$ cat src/rtl/ecpp_pkg.sv
// ----------------------------------------------------------------------------
// ecpp_pkg
// Shared types and constants for the event candidate unpack and pair pack unit.
// ----------------------------------------------------------------------------
package ecpp_pkg;

  localparam int MAX_CANDIDATES = 64;
  localparam int CNT_W          = $clog2(MAX_CANDIDATES + 1);
  localparam int BANK_DEPTH     = (MAX_CANDIDATES + 1) / 2;
  localparam int BANK_AW        = (BANK_DEPTH > 1) ? $clog2(BANK_DEPTH) : 1;
  localparam int QUEUE_DEPTH    = 4;
  localparam int QUEUE_AW       = $clog2(QUEUE_DEPTH);

  localparam logic       OP_HEADER = 1'b0;
  localparam logic       OP_CAND   = 1'b1;
  localparam logic [3:0] KEEP_FULL = 4'hF;
  localparam logic [3:0] KEEP_HALF = 4'h3;
  localparam logic [1:0] PORT_LAST = 2'd2;

  typedef struct packed {
    logic        op;
    logic [63:0] word;
  } req_t;

  typedef struct packed {
    logic [1:0]  port;
    logic [31:0] first_word;
    logic [31:0] second_word;
    logic [3:0]  byte_keep;
    logic        stream_last;
    logic        run_end;
  } res_t;

  // One command from the front to the back: an optional result, an optional
  // eta/phi store write and an optional eta/phi drain.
  typedef struct packed {
    res_t             res;
    logic             has_out;
    logic             wr_en;
    logic [CNT_W-1:0] wr_idx;
    logic [15:0]      eta;
    logic [15:0]      phi;
    logic             drain;
    logic [CNT_W-1:0] total;
  } cmd_t;

  typedef enum logic [1:0] {
    ST_CMD,
    ST_READ,
    ST_EMIT
  } back_state_t;

endpackage

$ cat src/rtl/ecpp_front.sv
// ----------------------------------------------------------------------------
// ecpp_front
// Accepts header and candidate words, tracks the open event and turns each
// header and each candidate of the open event into a back end command.
// ----------------------------------------------------------------------------
module ecpp_front (
  input  logic                clk,
  input  logic                rst,
  input  logic                req_valid,
  output logic                req_ready,
  input  ecpp_pkg::req_t      req,
  input  logic                q_full,
  output logic                push,
  output ecpp_pkg::cmd_t      cmd
);

  logic [1:0]                 port, port_next;
  logic [ecpp_pkg::CNT_W-1:0] expected, expected_next;
  logic [ecpp_pkg::CNT_W-1:0] seen, seen_next;
  logic [13:0]                held_pt, held_pt_next;
  logic [2:0]                 held_pid, held_pid_next;

  logic [11:0]                raw_cnt;
  logic [ecpp_pkg::CNT_W-1:0] cnt;
  logic [13:0]                pt;
  logic [2:0]                 pid;
  logic                       open;
  logic                       final_cand;
  logic [1:0]                 port_adv;

  assign req_ready = !q_full;

  assign raw_cnt  = req.word[11:0];
  assign cnt      = (raw_cnt > 12'(ecpp_pkg::MAX_CANDIDATES))
                    ? ecpp_pkg::CNT_W'(ecpp_pkg::MAX_CANDIDATES)
                    : ecpp_pkg::CNT_W'(raw_cnt);
  assign pt       = req.word[13:0];
  assign pid      = req.word[39:37];
  assign open     = (expected != '0) && (seen < expected);
  assign final_cand = (({1'b0, seen} + 1'b1) == {1'b0, expected});
  assign port_adv = (port == ecpp_pkg::PORT_LAST) ? 2'd0 : port + 2'd1;

  always_comb begin
    port_next     = port;
    expected_next = expected;
    seen_next     = seen;
    held_pt_next  = held_pt;
    held_pid_next = held_pid;
    push          = 1'b0;
    cmd           = '0;
    cmd.res.port  = port;
    cmd.wr_idx    = seen;
    cmd.total     = expected;
    cmd.eta       = {{4{req.word[25]}}, req.word[25:14]};
    cmd.phi       = {req.word[36:26], 5'b0};
    if (req_valid && req_ready) begin
      if (req.op == ecpp_pkg::OP_HEADER) begin
        push                   = 1'b1;
        cmd.has_out            = 1'b1;
        cmd.res.first_word     = {16'(cnt), 4'b0, req.word[23:12]};
        cmd.res.second_word    = req.word[55:24];
        cmd.res.byte_keep      = ecpp_pkg::KEEP_FULL;
        cmd.res.run_end        = 1'b1;
        expected_next          = cnt;
        seen_next              = '0;
        held_pt_next           = '0;
        held_pid_next          = '0;
        if (cnt == '0) begin
          expected_next = '0;
          port_next     = port_adv;
        end
      end else if (open) begin
        push        = 1'b1;
        cmd.wr_en   = 1'b1;
        cmd.drain   = final_cand;
        seen_next   = seen + 1'b1;
        cmd.res.stream_last = final_cand;
        cmd.res.run_end     = !final_cand;
        if (seen[0]) begin
          cmd.has_out            = 1'b1;
          cmd.res.first_word     = {2'b0, pt, 2'b0, held_pt};
          cmd.res.second_word    = {13'b0, pid, 13'b0, held_pid};
          cmd.res.byte_keep      = ecpp_pkg::KEEP_FULL;
        end else if (final_cand) begin
          cmd.has_out            = 1'b1;
          cmd.res.first_word     = {18'b0, pt};
          cmd.res.second_word    = {29'b0, pid};
          cmd.res.byte_keep      = ecpp_pkg::KEEP_HALF;
        end else begin
          held_pt_next  = pt;
          held_pid_next = pid;
        end
        if (final_cand) begin
          expected_next = '0;
          seen_next     = '0;
          held_pt_next  = '0;
          held_pid_next = '0;
          port_next     = port_adv;
        end
      end
    end
  end

  always_ff @(posedge clk) begin
    if (rst) begin
      port     <= '0;
      expected <= '0;
      seen     <= '0;
      held_pt  <= '0;
      held_pid <= '0;
    end else begin
      port     <= port_next;
      expected <= expected_next;
      seen     <= seen_next;
      held_pt  <= held_pt_next;
      held_pid <= held_pid_next;
    end
  end

endmodule

$ cat src/rtl/ecpp_queue.sv
// ----------------------------------------------------------------------------
// ecpp_queue
// Small command FIFO between the front and back ends.
// ----------------------------------------------------------------------------
module ecpp_queue (
  input  logic           clk,
  input  logic           rst,
  input  logic           push,
  input  ecpp_pkg::cmd_t push_cmd,
  output logic           full,
  input  logic           pop,
  output logic           q_valid,
  output ecpp_pkg::cmd_t q_cmd
);

  ecpp_pkg::cmd_t                entries [ecpp_pkg::QUEUE_DEPTH];
  logic [ecpp_pkg::QUEUE_AW-1:0] wr_ptr;
  logic [ecpp_pkg::QUEUE_AW-1:0] rd_ptr;
  logic [ecpp_pkg::QUEUE_AW:0]   fill;

  assign full    = (fill == (ecpp_pkg::QUEUE_AW + 1)'(ecpp_pkg::QUEUE_DEPTH));
  assign q_valid = (fill != '0);
  assign q_cmd   = entries[rd_ptr];

  always_ff @(posedge clk) begin
    if (push) begin
      entries[wr_ptr] <= push_cmd;
    end
  end

  always_ff @(posedge clk) begin
    if (rst) begin
      wr_ptr <= '0;
      rd_ptr <= '0;
      fill   <= '0;
    end else begin
      if (push) begin
        wr_ptr <= wr_ptr + 1'b1;
      end
      if (pop) begin
        rd_ptr <= rd_ptr + 1'b1;
      end
      if (push && !pop) begin
        fill <= fill + 1'b1;
      end else if (pop && !push) begin
        fill <= fill - 1'b1;
      end
    end
  end

endmodule

$ cat src/rtl/ecpp_back.sv
// ----------------------------------------------------------------------------
// ecpp_back
// Executes commands: stores eta/phi in two banks (even and odd candidates),
// emits results and drains the eta/phi pairs at the end of an event.
// ----------------------------------------------------------------------------
module ecpp_back (
  input  logic           clk,
  input  logic           rst,
  input  logic           q_valid,
  input  ecpp_pkg::cmd_t q_cmd,
  output logic           pop,
  output logic           res_valid,
  input  logic           res_ready,
  output ecpp_pkg::res_t res
);

  ecpp_pkg::back_state_t      state, state_next;
  logic [ecpp_pkg::CNT_W-1:0] j, j_next;
  logic [ecpp_pkg::CNT_W-1:0] total;
  logic [1:0]                 drain_port;

  // {eta, phi} per entry
  logic [31:0] even_mem [ecpp_pkg::BANK_DEPTH];
  logic [31:0] odd_mem  [ecpp_pkg::BANK_DEPTH];
  logic [31:0] even_rd;
  logic [31:0] odd_rd;
  logic [ecpp_pkg::BANK_AW-1:0] wr_addr;
  logic [ecpp_pkg::BANK_AW-1:0] rd_addr;

  logic           can_load;
  logic           load_cmd;
  logic           load_drain;
  logic           pair;
  logic           last;
  ecpp_pkg::res_t drain_res;

  assign can_load = !res_valid || res_ready;
  assign wr_addr  = q_cmd.wr_idx[ecpp_pkg::BANK_AW:1];
  assign rd_addr  = j[ecpp_pkg::BANK_AW:1];
  assign pair     = (({1'b0, j} + 1'b1) < {1'b0, total});
  assign last     = (({1'b0, j} + 2'd2) >= {1'b0, total});

  always_comb begin
    drain_res             = '0;
    drain_res.port        = drain_port;
    drain_res.stream_last = last;
    drain_res.run_end     = last;
    if (pair) begin
      drain_res.first_word  = {odd_rd[31:16], even_rd[31:16]};
      drain_res.second_word = {odd_rd[15:0], even_rd[15:0]};
      drain_res.byte_keep   = ecpp_pkg::KEEP_FULL;
    end else begin
      drain_res.first_word  = {16'b0, even_rd[31:16]};
      drain_res.second_word = {16'b0, even_rd[15:0]};
      drain_res.byte_keep   = ecpp_pkg::KEEP_HALF;
    end
  end

  always_comb begin
    state_next = state;
    j_next     = j;
    pop        = 1'b0;
    load_cmd   = 1'b0;
    load_drain = 1'b0;
    case (state)
      ecpp_pkg::ST_CMD: begin
        if (q_valid && (!q_cmd.has_out || can_load)) begin
          pop      = 1'b1;
          load_cmd = q_cmd.has_out;
          if (q_cmd.drain) begin
            j_next     = '0;
            state_next = ecpp_pkg::ST_READ;
          end
        end
      end
      ecpp_pkg::ST_READ: begin
        state_next = ecpp_pkg::ST_EMIT;
      end
      ecpp_pkg::ST_EMIT: begin
        if (can_load) begin
          load_drain = 1'b1;
          if (last) begin
            state_next = ecpp_pkg::ST_CMD;
          end else begin
            j_next     = j + 2'd2;
            state_next = ecpp_pkg::ST_READ;
          end
        end
      end
      default: begin
        state_next = ecpp_pkg::ST_CMD;
      end
    endcase
  end

  always_ff @(posedge clk) begin
    if (rst) begin
      state <= ecpp_pkg::ST_CMD;
    end else begin
      state <= state_next;
    end
  end

  always_ff @(posedge clk) begin
    j <= j_next;
    if (pop && q_cmd.drain) begin
      total      <= q_cmd.total;
      drain_port <= q_cmd.res.port;
    end
  end

  always_ff @(posedge clk) begin
    if (pop && q_cmd.wr_en && !q_cmd.wr_idx[0]) begin
      even_mem[wr_addr] <= {q_cmd.eta, q_cmd.phi};
    end
    even_rd <= even_mem[rd_addr];
  end

  always_ff @(posedge clk) begin
    if (pop && q_cmd.wr_en && q_cmd.wr_idx[0]) begin
      odd_mem[wr_addr] <= {q_cmd.eta, q_cmd.phi};
    end
    odd_rd <= odd_mem[rd_addr];
  end

  always_ff @(posedge clk) begin
    if (rst) begin
      res_valid <= 1'b0;
    end else if (load_cmd || load_drain) begin
      res_valid <= 1'b1;
    end else if (res_ready) begin
      res_valid <= 1'b0;
    end
  end

  always_ff @(posedge clk) begin
    if (load_cmd) begin
      res <= q_cmd.res;
    end else if (load_drain) begin
      res <= drain_res;
    end
  end

endmodule

$ cat src/rtl/event_candidate_unpack_and_pair_pack_unit.sv
// ----------------------------------------------------------------------------
// event_candidate_unpack_and_pair_pack_unit
// Unpacks event header and candidate words and packs them as 32-bit pairs.
// ----------------------------------------------------------------------------
// Usage:
//   Request channel (req_valid/req_ready/req): op 0 is an event header word,
//   op 1 a candidate word. Result channel (res_valid/res_ready/res) carries
//   one 32-bit word for each stream of the selected port pair, with keep,
//   last and run_end (last result caused by a request).
//   A result is loaded into the output register at the edge that pops its
//   command from the queue.
//   Throughput: one request per cycle into a four-entry command queue while
//   it is not full; the back end retires one command per cycle while the
//   output register can take it. The eta/phi drain after the final candidate
//   does a registered bank read, then an emit, for each output word.
//   A receiver stall holds the output register and backs up the queue; once
//   the queue is full req_ready drops.
//   Reset clears the port select, the event tracking, the queue and the
//   output valid flag. The eta/phi banks are not cleared; an entry is always
//   written within an event before it is read.
// ----------------------------------------------------------------------------
module event_candidate_unpack_and_pair_pack_unit (
  input  logic           clk,
  input  logic           rst,
  input  logic           req_valid,
  output logic           req_ready,
  input  ecpp_pkg::req_t req,
  output logic           res_valid,
  input  logic           res_ready,
  output ecpp_pkg::res_t res
);

  logic           push;
  ecpp_pkg::cmd_t push_cmd;
  logic           q_full;
  logic           pop;
  logic           q_valid;
  ecpp_pkg::cmd_t q_cmd;

  // front: event tracking, pt/pid pairing, command generation
  ecpp_front u_front (
    .clk       (clk),
    .rst       (rst),
    .req_valid (req_valid),
    .req_ready (req_ready),
    .req       (req),
    .q_full    (q_full),
    .push      (push),
    .cmd       (push_cmd)
  );

  // decouples request intake from result emission
  ecpp_queue u_queue (
    .clk      (clk),
    .rst      (rst),
    .push     (push),
    .push_cmd (push_cmd),
    .full     (q_full),
    .pop      (pop),
    .q_valid  (q_valid),
    .q_cmd    (q_cmd)
  );

  // back: eta/phi storage, drain sequencing, output register
  ecpp_back u_back (
    .clk       (clk),
    .rst       (rst),
    .q_valid   (q_valid),
    .q_cmd     (q_cmd),
    .pop       (pop),
    .res_valid (res_valid),
    .res_ready (res_ready),
    .res       (res)
  );

endmodule

$ cat config.mk
export PLATFORM = sky130hd
export DESIGN_NAME = event_candidate_unpack_and_pair_pack_unit
export DESIGN_NICKNAME = d
export VERILOG_FILES = /design/src/rtl/ecpp_pkg.sv /design/src/rtl/ecpp_front.sv /design/src/rtl/ecpp_queue.sv /design/src/rtl/ecpp_back.sv /design/src/rtl/event_candidate_unpack_and_pair_pack_unit.sv
export SDC_FILE = /design/constraint.sdc
export NUM_CORES = 2
export LEC_CHECK = 0
export BUFFER_PORTS_ARGS = -buffer_cell sky130_fd_sc_hd__buf_2
export CORE_UTILIZATION = 42
export DETAILED_ROUTE_END_ITERATION = 6
export HOLD_SLACK_MARGIN = 0.1
export PLACE_DENSITY = 0.6
export SETUP_SLACK_MARGIN = 0.02
export SLEW_MARGIN = 40
export SYNTH_ARGS = -nofsm -noshare
export SYNTH_HDL_FRONTEND = slang
export SYNTH_SLANG_ARGS = --single-unit
$ cat constraint.sdc
create_clock -name clk -period 7.4 [get_ports clk]
set_clock_uncertainty 0.15 [all_clocks]
set_input_delay 0.37 -clock clk [delete_from_list [all_inputs] [get_ports clk]]
set_output_delay 0.37 -clock clk [all_outputs]
set_load 0.02 [all_outputs]
# After elaboration in Yosys (flattened, before gate mapping)
# Memories as Yosys holds them, arrays and structs flattened. A register that Yosys moved wholly into a read port is not among the register bits.
# Cells that the tools add are included.
[classes]
addsub = 10
order_cmp = 4
eq_ne = 12
mux = 68
reduce_logical = 34
[op_table]
columns = ["op", "count"]
rows = [
  ["72-bit 2-to-1 mux", 4],
  ["68-bit 2-to-1 mux", 3],
  ["7-bit 2-to-1 mux", 12],
  ["14-bit 2-to-1 mux", 4],
  ["50-bit 2-to-1 mux", 1],
  ["1-bit 2-to-1 mux", 25],
  ["2-bit 2-to-1 mux", 11],
  ["3-bit 2-to-1 mux", 6],
  ["7-bit by 1-bit adder with 8-bit output (second input constant)", 2],
  ["7-bit one-hot mux with 2 select lines", 1],
  ["12-bit by 7-bit greater-than comparator with 1-bit output (second input constant)", 1],
  ["2-bit by 1-bit != test with 1-bit output (second input constant)", 5],
  ["2-bit nonzero test", 5],
  ["1-bit logical AND", 9],
  ["3-bit AND reduction", 3],
  ["7-bit by 2-bit adder with 8-bit output (second input constant)", 1],
  ["8-bit by 7-bit == test with 1-bit output", 1],
  ["8-bit by 7-bit >= comparator with 1-bit output", 1],
  ["8-bit by 7-bit < comparator with 1-bit output", 1],
  ["7-bit by 1-bit adder with 7-bit output (second input constant)", 1],
  ["7-bit by 2-bit adder with 7-bit output (second input constant)", 1],
  ["1-bit logical NOT", 7],
  ["7-bit logical NOT", 1],
  ["7-bit < comparator", 1],
  ["16 further kinds", 21],
]
[word_totals]
register_bits = 131
ramBits = 2512
out_inout_bits = 74
elab_cells = 150
mem_count = 3
[memory_table]
columns = ["name", "words", "word_bits", "read_ports", "rd_clocked_by_memory_dff", "wr", "line", "source"]
rows = [
  ["u_back.even_mem", 32, 32, 1, 1, 1, "ecpp_back.sv:23", "logic [31:0] even_mem [ecpp_pkg::BANK_DEPTH];"],
  ["u_back.odd_mem", 32, 32, 1, 1, 1, "ecpp_back.sv:24", "logic [31:0] odd_mem [ecpp_pkg::BANK_DEPTH];"],
  ["u_queue.entries", 4, 116, 1, 1, 1, "ecpp_queue.sv:16", "ecpp_pkg::cmd_t entries [ecpp_pkg::QUEUE_DEPTH];"],
]

# Longest topological paths before layout
[logic_depth]
ltp_word = 10
depth_mapped = 16
mapped_depth_nobuf = 13

# Hierarchy
# A second synthesis with hierarchy kept.
[hier_totals]
hier_cells = 5723
hier_area_um2 = 105165.9
[modules_own_cells]
columns = ["mod", "instances", "cells_per_inst", "area_per_inst_um2", "seq_area_each_um2"]
rows = [
  ["ecpp_back", 1, 4711, 84383.4, 65452.8],
  ["ecpp_queue", 1, 676, 17983.5, 14714.1],
  ["ecpp_front", 1, 336, 2798.9, 660.6],
]

# Least setup slack after synthesis
# OpenSTA, ideal clock, no wires.
[synth_path]
kind = "reg2reg"
from = "register u_front.seen[0] (netlist bit)"
to = "memory u_queue.entries[0][0] (netlist bit) (enable)"
arrival_time_ns = 4.687
required_time_ns = 6.775
path_slack_ns = 2.088
stages_incl_launch_ff = 12
cell_sequence = "dfxtp_1 > buf_4 > inv_1 > clkbuf_1 > ha_1 > nand2b_1 > a21oi_1 > o31ai_1 > a21oi_4 > inv_2 > buf_2 > and2_1"
[synth_via]
elab_chain_cells = 7
[synth_lines]
columns = ["item", "line", "source"]
rows = [
  ["start, declared", "ecpp_front.sv:19", "logic [ecpp_pkg::CNT_W-1:0] seen, seen_next;"],
  ["start signal, assigned", "ecpp_front.sv:114", "seen <= seen_next;"],
  ["7-bit < comparator", "ecpp_front.sv:39", "assign open = (expected != '0) && (seen < expected);"],
  ["1-bit logical AND", "ecpp_front.sv:39", ""],
  ["1-bit 2-to-1 mux", "ecpp_front.sv:72", "end else if (open) begin"],
  ["1-bit 2-to-1 mux", "ecpp_front.sv:57", "if (req.op == ecpp_pkg::OP_HEADER) begin"],
  ["1-bit 2-to-1 mux", "ecpp_front.sv:56", "if (req_valid && req_ready) begin"],
  ["named net push", "event_candidate_unpack_and_pair_pack_unit.sv:33", "logic push;"],
  ["1-bit 2-to-1 mux", "ecpp_queue.sv:26", "if (push) begin"],
  ["1-bit 2-to-1 mux (not written as such)", "ecpp_queue.sv:27", "entries[wr_ptr] <= push_cmd;"],
  ["end, declared", "ecpp_queue.sv:16", ""],
]
# The timed path passes the listed nets, and every way through them passes these cells.

==> reports/results.ini <==
[status]
outcome = finished clean

[sta]
max_slew.worst_pin.slew_ns = 0.875
rsz0062_at_grt = no
timing.final.crit_share = 0.609
slew_violations = 0
maxSlewHeadroom = 0.413
totalNegativeSetupSlack_ns = 0
setup_ws_ns = 2.89
hold_viol = 0
period_needed_ns = 4.51
setup_violations = 0
fin_hold_ws_ns = 0.200
fmax_mhz = 222

[logic_synthesis]
ys_warn_count = 0
synth.distinct_cells = 66
ys_seq_elements = 2062
syn-num-nets = 3567
synth_common_cells = edfxtp_1 (1971), mux4_2 (564), nand2_1 (163), dfxtp_1 (91), nor2_1 (90)
yosys.area.top_type_share = 0.753
synth-xor-area-share = 0.00178
ys_seq_area_frac = 0.777
synth_edf_count = 1971
synth_fa_ha_area_frac = 0.00440
synth-simple-area-share = 0.0227
synth_flop_cell = edfxtp_1
synth_compound_area_frac = 0.0132
synth_top_family_by_area = multiplexers
yosysMostFrequentCell = edfxtp_1
synth_area_per_cell_um2 = 22.6
synth.top_cells.by_area = edfxtp_1 (75%), mux4_2 (16%), dfxtp_1 (2.3%)
synth_area_um2 = 78600
async_flop_share = 0
yosysTopAreaCell = edfxtp_1
synth_mux_area_frac = 0.169
synthCells = 3471

[place]
dp_slack_ns = 2.77
post-dp-hpwl_mm = 107
io_buffers = 134
place_congestion = 0.823
place_inst = 6056

[detailed_routing]
drtAntennaViolNets = 0
vias_per_cell = 5.61
drt_wl_total_mm = 183
drc = 0
drtPass1Iterations = 5
wl_per_cell_um = 28.2
initialDrtViolationCount = 3551
num_vias = 36500

[die]
die_area_um2 = 189000
initial_core_util = 0.423
top_level_ports = 143
fp.dieW_um = 435
dieHeight_um = 435
coreArea_um2 = 186000
num_rows = 158

[critical_path]
required_ns = 7.76
crit_fanout = 45
cpMostUsedCell = nand2_1
crit_path_max_incr_delay_ns = 0.86
crit_chain = mux4_2 > a2111oi_4 > nand2_1 > nor2_1 > nand2_1 > nor2_4 > buf_4
end_kind = flop
cp_top_family = simple AND/OR/NAND/NOR gates
slowest_stage = dfxtp_4
worst_setup_path_start_kind = flop
cp.buffers_inverters = 1
setup.worst_path.class = flop to flop
arrival_ns = 4.87

[clock_network]
clkLatencyLatePin_ns = 0.83
cts_inserted_buffers = 197
clkTransAtPathRegs_ns = 0.07
root_buffer = clkbuf_16
clock_sinks = 2062
cts_tree = done
clock_path_buffers = 3
htree_num_levels = 4
cts_resized = 0

[power_and_ir_drop]
cellLeakagePower_uw = 0.0289
vdd_drop_max_uv = 260
p_per_area_nw_per_um2 = 362

[job]
maxCapViolCount = 0

[global_routing]
grt_max_degree = 95
grt_pass1_vias = 36800
grt_pass1_wl_mm = 263
gr-usage-all-layers = 0.195
grt_antenna_before_repair = 11
grt-ovfl-total = 0

[cells_and_area]
drive_above_1_share = 0.320
fillers = 14700
utilization = 0.491
fin_nets = 3937
area_delta_synth_final_pct = 16.1
fin_cells = 6502

[min_path]
hold_class = primary input to flop

-- sequential cells by signal (all words and copies together) (netlist names), 14 cells and up, named ones only --
name / count
u_front.held_pt: 14
u_back.res: 68
u_back.even_mem: 736
u_back.even_rd: 23
u_queue.entries: 416
u_back.odd_rd: 23
u_back.odd_mem: 736
-- layout by cell type (no fill, tap or decap), types with 41 or more instances in the layout --
cell type and count:
clkinv_2 41, mux4_2 564, o21ai_0 41, clkbuf_16 199
dlygate4sd3_1 63, dfxtp_1 89, nand2_1 162, clkbuf_1 42
and2_1 43, buf_2 135, edfxtp_1 1971, buf_4 72
mux2_2 46
-- through the flow --
step,cell area [µm²],total power [µW]
2_1_floorplan,78600,20200
3_3_place_gp,82600,23100
3_5_place_dp,84000,23300
4_1_cts,91100,33400
5_1_grt,91200,34200
6_report,91200,33000
-- logic make-up after synthesis --
kind of cell | Yosys count
fa+ha+maj | 27
buf+inv | 216
xor+xnor | 16
compound gates | 146
mux | 614
flops | 2062
simple gates | 390
-- cell type report --
cell class	instances	area, µm²	share of cell area
Clock inverter	116	1130	0.0124
Timing Repair Buffer	347	3410	0.0374
Antenna cell	6	15.0	0.000165
Clock buffer	258	5370	0.0589
Inverter	40	153	0.00167
Sequential cell	2062	61000	0.669
Multi-Input combinational cell	1193	17000	0.186
Tap cell	2480	3100	0.0340
-- final timing paths --
| path | startpoint | cells after the start | slack [ns] | endpoint |
|---|---|---|---|---|
| worst max register to register | flop | 7 | 2.89 | u_back.even_mem[3][17] |
| worst max-delay path | flop | 7 | 2.89 | u_back.even_mem[3][17] |
| worst min-delay path | req[7] | 3 | 0.20 | u_front.held_pt[7] |
| worst min register to register | u_front.held_pt[1] | 1 | 0.33 | u_front.held_pt[1] |
-- timing repair --
| action | CTS | global route |
|---|---|---|
| buffers inserted | 0 | 0 |
| endpoints found under the setup margin | 0 | 0 |
| hold buffers | 63 | 0 |
| hold endpoints to repair | 380 | 0 |
-- metal layers --
layer | global-route usage | part of all wire
met4 | 0.0567 | 0.024
met2 | 0.307 | 0.48
met5 | 0 | 0
met1 | 0.285 | 0.43
met3 | 0.0278 | 0.060
-- worst min-delay path, cell delays in order --
cell           delay (ns)
dlygate4sd3_1        0.55
buf_2                0.12
a22o_1               0.11
-- power by group --
part | switching (µW) | internal [µW] | total, µW
clock network | 4330 | 5730 | 10100
logic | 4860 | 3200 | 8060
registers | 316 | 14500 | 14900
total | 9510 | 23500 | 33000
No activity file was read; power rests on OpenSTA's default activity.
